--- src/rtl/hkm_pkg.sv ---
`timescale 1ns / 1ps
// ----------------------------------------------------------------------------
// hkm_pkg
// Shared codes and helpers for the host key line matcher.
// ----------------------------------------------------------------------------
package hkm_pkg;

    // request codes
    localparam logic [1:0] REQ_DATA   = 2'd0;
    localparam logic [1:0] REQ_END    = 2'd1;
    localparam logic [1:0] REQ_FAIL   = 2'd2;
    localparam logic [1:0] REQ_UNUSED = 2'd3;

    // verdict codes
    localparam logic [1:0] VERDICT_ABSENT     = 2'd0;
    localparam logic [1:0] VERDICT_MATCH      = 2'd1;
    localparam logic [1:0] VERDICT_MISMATCH   = 2'd2;
    localparam logic [1:0] VERDICT_UNREADABLE = 2'd3;

    // register indexes
    localparam logic [2:0] CFG_NAME_WORD0 = 3'd0;
    localparam logic [2:0] CFG_NAME_WORD1 = 3'd1;
    localparam logic [2:0] CFG_NAME_WORD2 = 3'd2;
    localparam logic [2:0] CFG_NAME_LEN   = 3'd3;
    localparam logic [2:0] CFG_KEY_WORD0  = 3'd4;
    localparam logic [2:0] CFG_KEY_WORD1  = 3'd5;
    localparam logic [2:0] CFG_KEY_WORD2  = 3'd6;
    localparam logic [2:0] CFG_KEY_WORD3  = 3'd7;

    localparam logic [7:0] CH_SPACE   = 8'h20;
    localparam logic [7:0] CH_NEWLINE = 8'h0a;

    localparam int        NAME_BYTES = 24;
    localparam logic [6:0] KEY_CHARS = 7'd64;
    localparam logic [6:0] KEY_OVER  = 7'd65;

    typedef struct packed {
        logic       ok;
        logic [3:0] val;
    } t_nibble;

    function automatic t_nibble hex_nibble(input logic [7:0] b);
        t_nibble n;
        n.ok  = 1'b1;
        n.val = 4'd0;
        if (b >= 8'h30 && b <= 8'h39) begin
            n.val = 4'(b - 8'h30);
        end else if (b >= 8'h61 && b <= 8'h66) begin
            n.val = 4'(b - 8'h57);
        end else if (b >= 8'h41 && b <= 8'h46) begin
            n.val = 4'(b - 8'h37);
        end else begin
            n.ok = 1'b0;
        end
        return n;
    endfunction

endpackage

--- src/rtl/host_key_line_matcher.sv ---
`timescale 1ns / 1ps
// ----------------------------------------------------------------------------
// host_key_line_matcher
// Scans newline-separated lines for the configured host name and checks the
// hex key that follows it against the configured 32-byte key.
// ----------------------------------------------------------------------------
//  channel  | direction | handshake                  | payload
//  ---------+-----------+----------------------------+-------------------------
//  in       | in        | i_in_valid / o_in_stall    | i_req_type, i_data_byte
//  out      | out       | o_out_valid / i_out_stall  | o_verdict
//  cfg      | in        | i_cfg_valid / o_cfg_ready  | i_cfg_index, i_cfg_data
//
//  one item per cycle unless o_in_stall; each byte is judged in the accept cycle
//  and any verdict is registered, in the skid entry if the output is stalled.
//  an output register plus one skid entry decouple the sides; o_in_stall rises
//  only while both hold a verdict.
//  synchronous active-low reset clears line state, valid flags and config, not the verdicts.
//  cfg is always ready, one register write per cycle.
// ----------------------------------------------------------------------------
module host_key_line_matcher #(
    parameter int LINE_MAX = 256,
    parameter int NAME_MAX = 24
) (
    input  logic        i_clk,
    input  logic        i_rst_n,
    input  logic        i_in_valid,
    output logic        o_in_stall,
    input  logic [1:0]  i_req_type,
    input  logic [7:0]  i_data_byte,
    output logic        o_out_valid,
    input  logic        i_out_stall,
    output logic [1:0]  o_verdict,
    input  logic        i_cfg_valid,
    output logic        o_cfg_ready,
    input  logic [2:0]  i_cfg_index,
    input  logic [63:0] i_cfg_data
);

    localparam int              PosW     = $clog2(LINE_MAX + 2);
    localparam logic [PosW-1:0] PosMax   = PosW'(LINE_MAX);
    localparam logic [PosW-1:0] PosOver  = PosW'(LINE_MAX + 1);
    localparam logic [PosW-1:0] PosNameM = PosW'(NAME_MAX);
    localparam logic [PosW-1:0] PosBytes = PosW'(hkm_pkg::NAME_BYTES);
    localparam logic [4:0]      LenMax   = 5'(NAME_MAX);

    // configuration
    logic [191:0] r_name;
    logic [4:0]   r_name_len;
    logic [255:0] r_key;

    // line state
    logic [PosW-1:0] r_pos, n_pos;
    logic            r_name_eq, n_name_eq;
    logic            r_space, n_space;
    logic [6:0]      r_kcc, n_kcc;
    logic            r_key_eq, n_key_eq;
    logic [3:0]      r_high, n_high;
    logic            r_given, n_given;

    // output register and skid entry
    logic       r_out_valid, n_out_valid;
    logic [1:0] r_out_verdict, n_out_verdict;
    logic       r_skid_valid, n_skid_valid;
    logic [1:0] r_skid_verdict, n_skid_verdict;

    logic             in_accept;
    logic             res_valid;
    logic [1:0]       res_verdict;
    logic [1:0]       judge;
    logic             names_host;
    logic [4:0]       name_idx;
    logic [7:0]       name_byte;
    logic [7:0]       key_byte;
    hkm_pkg::t_nibble nib;

    assign in_accept   = i_in_valid && !o_in_stall;
    assign o_in_stall  = r_skid_valid;
    assign o_out_valid = r_out_valid;
    assign o_verdict   = r_out_verdict;
    assign o_cfg_ready = 1'b1;

    assign name_idx  = (r_pos < PosBytes) ? r_pos[4:0] : 5'd0;
    assign name_byte = r_name[name_idx*8 +: 8];
    assign key_byte  = r_key[r_kcc[5:1]*8 +: 8];
    assign nib       = hkm_pkg::hex_nibble(i_data_byte);

    // verdict of the line held so far, if it names the host
    always_comb begin
        names_host = (r_pos <= PosMax) && r_space && r_name_eq;
        judge      = (r_kcc == hkm_pkg::KEY_CHARS && r_key_eq) ?
                     hkm_pkg::VERDICT_MATCH : hkm_pkg::VERDICT_MISMATCH;
    end

    always_comb begin
        n_pos       = r_pos;
        n_name_eq   = r_name_eq;
        n_space     = r_space;
        n_kcc       = r_kcc;
        n_key_eq    = r_key_eq;
        n_high      = r_high;
        n_given     = r_given;
        res_valid   = 1'b0;
        res_verdict = hkm_pkg::VERDICT_ABSENT;

        if (in_accept) begin
            unique case (i_req_type)
                hkm_pkg::REQ_DATA: begin
                    if (!r_given) begin
                        if (i_data_byte == hkm_pkg::CH_NEWLINE) begin
                            n_pos     = '0;
                            n_name_eq = 1'b1;
                            n_space   = 1'b0;
                            n_kcc     = '0;
                            n_key_eq  = 1'b1;
                            n_high    = '0;
                            if (names_host) begin
                                n_given     = 1'b1;
                                res_valid   = 1'b1;
                                res_verdict = judge;
                            end
                        end else if (r_pos >= PosMax) begin
                            n_pos = PosOver;
                        end else begin
                            n_pos = r_pos + 1'b1;
                            if (!r_space) begin
                                if (i_data_byte == hkm_pkg::CH_SPACE) begin
                                    n_space = 1'b1;
                                    if (r_pos != PosW'(r_name_len) || r_name_len > LenMax) begin
                                        n_name_eq = 1'b0;
                                    end
                                end else if (r_pos >= PosW'(r_name_len) || r_pos >= PosNameM ||
                                             r_pos >= PosBytes) begin
                                    n_name_eq = 1'b0;
                                end else if (name_byte != i_data_byte) begin
                                    n_name_eq = 1'b0;
                                end
                            end else if (r_kcc < hkm_pkg::KEY_CHARS) begin
                                if (!nib.ok) begin
                                    n_key_eq = 1'b0;
                                end else if (!r_kcc[0]) begin
                                    n_high = nib.val;
                                end else if ({r_high, nib.val} != key_byte) begin
                                    n_key_eq = 1'b0;
                                end
                                n_kcc = r_kcc + 1'b1;
                            end else begin
                                n_kcc = hkm_pkg::KEY_OVER;
                            end
                        end
                    end
                end
                hkm_pkg::REQ_END, hkm_pkg::REQ_FAIL: begin
                    if (!r_given) begin
                        res_valid = 1'b1;
                        if (i_req_type == hkm_pkg::REQ_FAIL) begin
                            res_verdict = hkm_pkg::VERDICT_UNREADABLE;
                        end else if (r_pos != '0 && names_host) begin
                            res_verdict = judge;
                        end
                    end
                    n_pos     = '0;
                    n_name_eq = 1'b1;
                    n_space   = 1'b0;
                    n_kcc     = '0;
                    n_key_eq  = 1'b1;
                    n_high    = '0;
                    n_given   = 1'b0;
                end
                default: begin
                end
            endcase
        end
    end

    // output register with skid entry
    always_comb begin
        n_out_valid    = r_out_valid;
        n_out_verdict  = r_out_verdict;
        n_skid_valid   = r_skid_valid;
        n_skid_verdict = r_skid_verdict;
        if (!r_out_valid || !i_out_stall) begin
            if (r_skid_valid) begin
                n_out_valid   = 1'b1;
                n_out_verdict = r_skid_verdict;
                n_skid_valid  = 1'b0;
            end else begin
                n_out_valid   = res_valid;
                n_out_verdict = res_verdict;
            end
        end else if (res_valid) begin
            n_skid_valid   = 1'b1;
            n_skid_verdict = res_verdict;
        end
    end

    always_ff @(posedge i_clk) begin
        if (!i_rst_n) begin
            r_pos        <= '0;
            r_name_eq    <= 1'b1;
            r_space      <= 1'b0;
            r_kcc        <= '0;
            r_key_eq     <= 1'b1;
            r_high       <= '0;
            r_given      <= 1'b0;
            r_out_valid  <= 1'b0;
            r_skid_valid <= 1'b0;
            r_name       <= '0;
            r_name_len   <= '0;
            r_key        <= '0;
        end else begin
            r_pos        <= n_pos;
            r_name_eq    <= n_name_eq;
            r_space      <= n_space;
            r_kcc        <= n_kcc;
            r_key_eq     <= n_key_eq;
            r_high       <= n_high;
            r_given      <= n_given;
            r_out_valid  <= n_out_valid;
            r_skid_valid <= n_skid_valid;
            if (i_cfg_valid && o_cfg_ready) begin
                unique case (i_cfg_index)
                    hkm_pkg::CFG_NAME_WORD0: r_name[63:0]    <= i_cfg_data;
                    hkm_pkg::CFG_NAME_WORD1: r_name[127:64]  <= i_cfg_data;
                    hkm_pkg::CFG_NAME_WORD2: r_name[191:128] <= i_cfg_data;
                    hkm_pkg::CFG_NAME_LEN:   r_name_len      <= i_cfg_data[4:0];
                    hkm_pkg::CFG_KEY_WORD0:  r_key[63:0]     <= i_cfg_data;
                    hkm_pkg::CFG_KEY_WORD1:  r_key[127:64]   <= i_cfg_data;
                    hkm_pkg::CFG_KEY_WORD2:  r_key[191:128]  <= i_cfg_data;
                    hkm_pkg::CFG_KEY_WORD3:  r_key[255:192]  <= i_cfg_data;
                    default: begin
                    end
                endcase
            end
        end
    end

    always_ff @(posedge i_clk) begin
        r_out_verdict  <= n_out_verdict;
        r_skid_verdict <= n_skid_verdict;
    end

endmodule

--- config.mk ---
export PLATFORM = sky130hd
export DESIGN_NAME = host_key_line_matcher
export DESIGN_NICKNAME = d
export VERILOG_FILES = /design/src/rtl/hkm_pkg.sv /design/src/rtl/host_key_line_matcher.sv
export SDC_FILE = /design/constraint.sdc
export NUM_CORES = 1
export LEC_CHECK = 0
export ABC_AREA = 1
export BUFFER_PORTS_ARGS = -buffer_cell sky130_fd_sc_hd__clkbuf_2
export CAP_MARGIN = 20
export CORE_UTILIZATION = 55
export DETAILED_ROUTE_END_ITERATION = 7
export GPL_TIMING_DRIVEN = 0
export PLACE_DENSITY = 0.72
export SYNTH_ARGS = -nofsm -noshare
export SYNTH_HDL_FRONTEND = slang
export SYNTH_SLANG_ARGS = --single-unit
--- constraint.sdc ---
create_clock -name i_clk -period 4.4 [get_ports i_clk]
set_input_delay 0.66 -clock i_clk [delete_from_list [all_inputs] [get_ports i_clk]]
set_output_delay 0.66 -clock i_clk [all_outputs]
set_load 0.05 [all_outputs]
==> impl_results.md <==
* Height of the die at 201 um
* Simple-gate share of the synthesized area at 25.5%
* Crit end category: flip-flop
* Final worst-path cycle share at 87.2%
* FF+latch area at 9710 sq um
* Combinational family with the most area after synthesis: simple AND/OR/NAND/NOR gates
* I/O Buffers at 80
* Worst EP required at 4.88 ns
* F_max at 0.261 GHz
* Period minus WS final at 3.84 ns
* Global-route wire length before repair at 148000 um
* Clk buf depth at 3
* Cell Pwr Density at 426 nW/um^2
* Layout cells sized above 1 at 7.26%
* CTS resizes at 0
* Crit-path max cell delay at 0.84 ns
* RSZ-0062 raised after global routing: no
* Finish-stage setup viols at 0
* Crit Path Max Fanout at 10
* Crit path to: r_key_eq
* Clock Skew at 0.0154 ns
* Synth Instances at 3155
* Mapped cell area at 21800 sq um
* Netlist cell types at 47
* Synth Flop Type: dfxtp_1
* Worst reg2reg path endpoint: r_key_eq
* DIE WIDTH at 201 um
* Final nets at 3391
* Max transition margin at 27.3%
* Post-synth ARST share at 0%
* Post-DP HPWL at 72500 um
* Starting Density at 56.1%
* Rows at 72
* Post-synthesis mux area share at 0%
* Antenna-violating nets left at 0
* Top Ports at 87
* CTS tree: done
* CTS H-tree depth at 2
* Worst r2r path cells at 13
* GR Util All Layers at 50.0%
* LEAKAGE at 10.4 nW
* Post-synth EDFFs at 4
* CP dominant cell by count: nand3_1
* Syn avg cell area at 6.92 sq um
* Routed WL per cell at 26.8 um
* Multi-input gate area at 10500 sq um
* Hold_buf cts at 0
* Die area at 40500 sq um
* Routed WL at 103000 um
* Synth warn at 0
* Synthesized flop and latch total at 483
* Grt ovf at 0
* Launching element type of the critical path: flip-flop
* Clk Latency, worst-skew pair at 0.64 ns
* MaxCap Viol Count at 0
* Via/cell ratio at 6.38
* Final hold vios at 0
* Core Region at 38900 sq um
* Xor/xnor cell area share of the yosys netlist at 0.241%
* Area contributors post-synth: dfxtp_1 (44%), nor2_1 (15%), o21ai_0 (14%), nand2_1 (4.9%), nand3_1 (4.5%)
* Sequential fraction of the synthesis area at 44.5%
* R2r setup slk at 0.56 ns
* Measured slew at the worst slew-check pin at 1.09 ns
* Slew Viols, Final at 0
* Area delta synth->final at 13.0%
* Adder-cell area share of the yosys netlist at 0.974%
* CTS buffer count at 52
* Setup Buffers After CTS at 0
* Yosys top cell by area: dfxtp_1
* Outcome: complete, no violations
* Critical-path cell list: inv_2, clkbuf_1, o21ai_0, o221ai_1, nand3_1, nand3_1, and2_1, o21ai_0, nor2_1, nand3_1, or2_0, nand3_1, nand3_1
* Initial drt markers at 3324
* Yosys top cell area share at 43.9%
* # clock sinks at 483
* Detailed-route DRC error count at 0
* Type of the worst setup path: reg2reg
* Critical Path AT at 4.32 ns
* Vias in the first global route at 23220
* Setup TNS at 0 ns
* DR vias at 24576
* Clk root buf: clkbuf_16
* Slowest-stage cell, CP: clkbuf_1
* Worst-path clk slew at 0.06 ns
* DR pass1 iterations at 6
* Final setup margin at 0.563 ns
* R2R Path Start: r_kcc[2]
* Fill cells at 3674
* Place WS at 1.02 ns
* Peak supply drop at 0.349 mV
* Initial antenna violation count at 10
* Global placement routability congestion at 1.05
* Hold Path Class: in2reg
* Compound-cell area share of the yosys netlist at 21.3%
* Largest net degree at the start of global routing at 14
* Crit. Startpoint: r_kcc[2]
* Post-Syn Nets at 3254
cell type report:
cell class	count	share of cell area, %
Antenna cell	3	0.0304
Clock inverter	13	0.599
Buffer	235	4.26
Clock buffer	81	6.49
Tap cell	518	2.63
Multi-Input combinational cell	2281	42.5
Sequential cell	483	39.4
Inverter	156	2.37
Timing Repair Buffer	83	1.74
worst min path at each step:
stage,from,to,cells after the start
2_1_floorplan,r_key[100],r_key[100],2
3_3_place_gp,r_key[104],r_key[104],2
3_5_place_dp,r_key[104],r_key[104],2
4_1_cts,i_out_stall,o_in_stall,3
5_1_grt,i_out_stall,o_in_stall,3
6_report,i_out_stall,o_in_stall,3
power breakdown:
group	internal [mW]	switching, mW	leakage (nW)
sequential	4.53	0.0815	3.93
clock	2.66	1.91	0.871
combinational	0.310	1.01	5.60
total	7.51	3.00	10.4
through the flow:
stage	hold WS, ns	area (sq um)	instances	total power [mW]	utilization (%)
floorplan	0.424	21800	3155	5.32	-
global placement	0.432	22900	3753	5.90	58.8
detailed placement	0.437	22900	3755	5.92	58.9
CTS	0.365	24700	3849	10.4	63.3
global route	0.416	24700	3850	10.7	63.4
finish	0.368	24700	3853	10.5	63.4
worst max-delay path, delay by kind of cell, from the launching register on:
kind	cells	cell delay, ns
DFF	1	0.38
buffers and inverters	2	1.10
AOI/OAI and AO/OA	3	1.14
and+or+nand+nor	8	1.04
kinds of logic (layout without fill, tap and decap cells):
kind of cell,after synthesis,in the layout
AOI/OAI and AO/OA,877,877
other,1,4
adders and majority gates,17,17
and+or+nand+nor,1380,1380
DFF,483,483
xor gates and xnor gates,6,6
buffers and inverters,391,568
synthesized netlist by cell type (8+ instances only):
| master | number |
|---|---|
| o22ai_1 | 11 |
| inv_1 | 148 |
| nand4_1 | 8 |
| nor3_1 | 9 |
| buf_2 | 35 |
| o211ai_1 | 28 |
| o21ai_0 | 596 |
| a211oi_1 | 10 |
| buf_1 | 11 |
| buf_4 | 9 |
| dfxtp_1 | 479 |
| o221ai_1 | 26 |
| a21oi_1 | 172 |
| ha_1 | 17 |
| nand3_1 | 195 |
| nor2_1 | 861 |
| o21ai_1 | 17 |
| clkbuf_1 | 168 |
| nand2_1 | 286 |
| buf_6 | 12 |
cells in the final DEF (no fill, tap or decap), types with 6 or more instances in the layout:
master	instances
dfxtp_1	479
nor3_1	9
inv_1	148
nand3_1	195
nand2_1	286
nand4_1	8
clkbuf_16	53
clkinv_2	8
nor2_1	861
clkbuf_1	179
o21ai_1	17
clkbuf_8	17
xor2_1	6
a211oi_1	10
clkbuf_2	80
buf_4	10
a21oi_1	172
o211ai_1	28
o22ai_1	11
inv_2	6
ha_1	17
buf_6	14
o221ai_1	26
buf_2	35
buf_1	11
o21ai_0	596
state kept, by name, indices dropped and copies added, names as in the netlist:
register        cells
r_kcc               7
r_key_eq            1
r_key             256
r_high              4
r_skid_verdict      2
r_name            192
r_name_len          5
o_in_stall          1
r_name_eq           1
r_space             1
o_verdict           2
r_given             1
r_pos               9
o_out_valid         1
routing by layer:
layer	global-route usage [%]	vias up	routed length, um
met1	55.8	11265	34700
li1	-	10713	-
met5	0	-	24
met4	45.6	4	10800
met3	16.6	624	14300
met2	75.8	1970	43500
No activity file was read; power rests on OpenSTA's default activity.
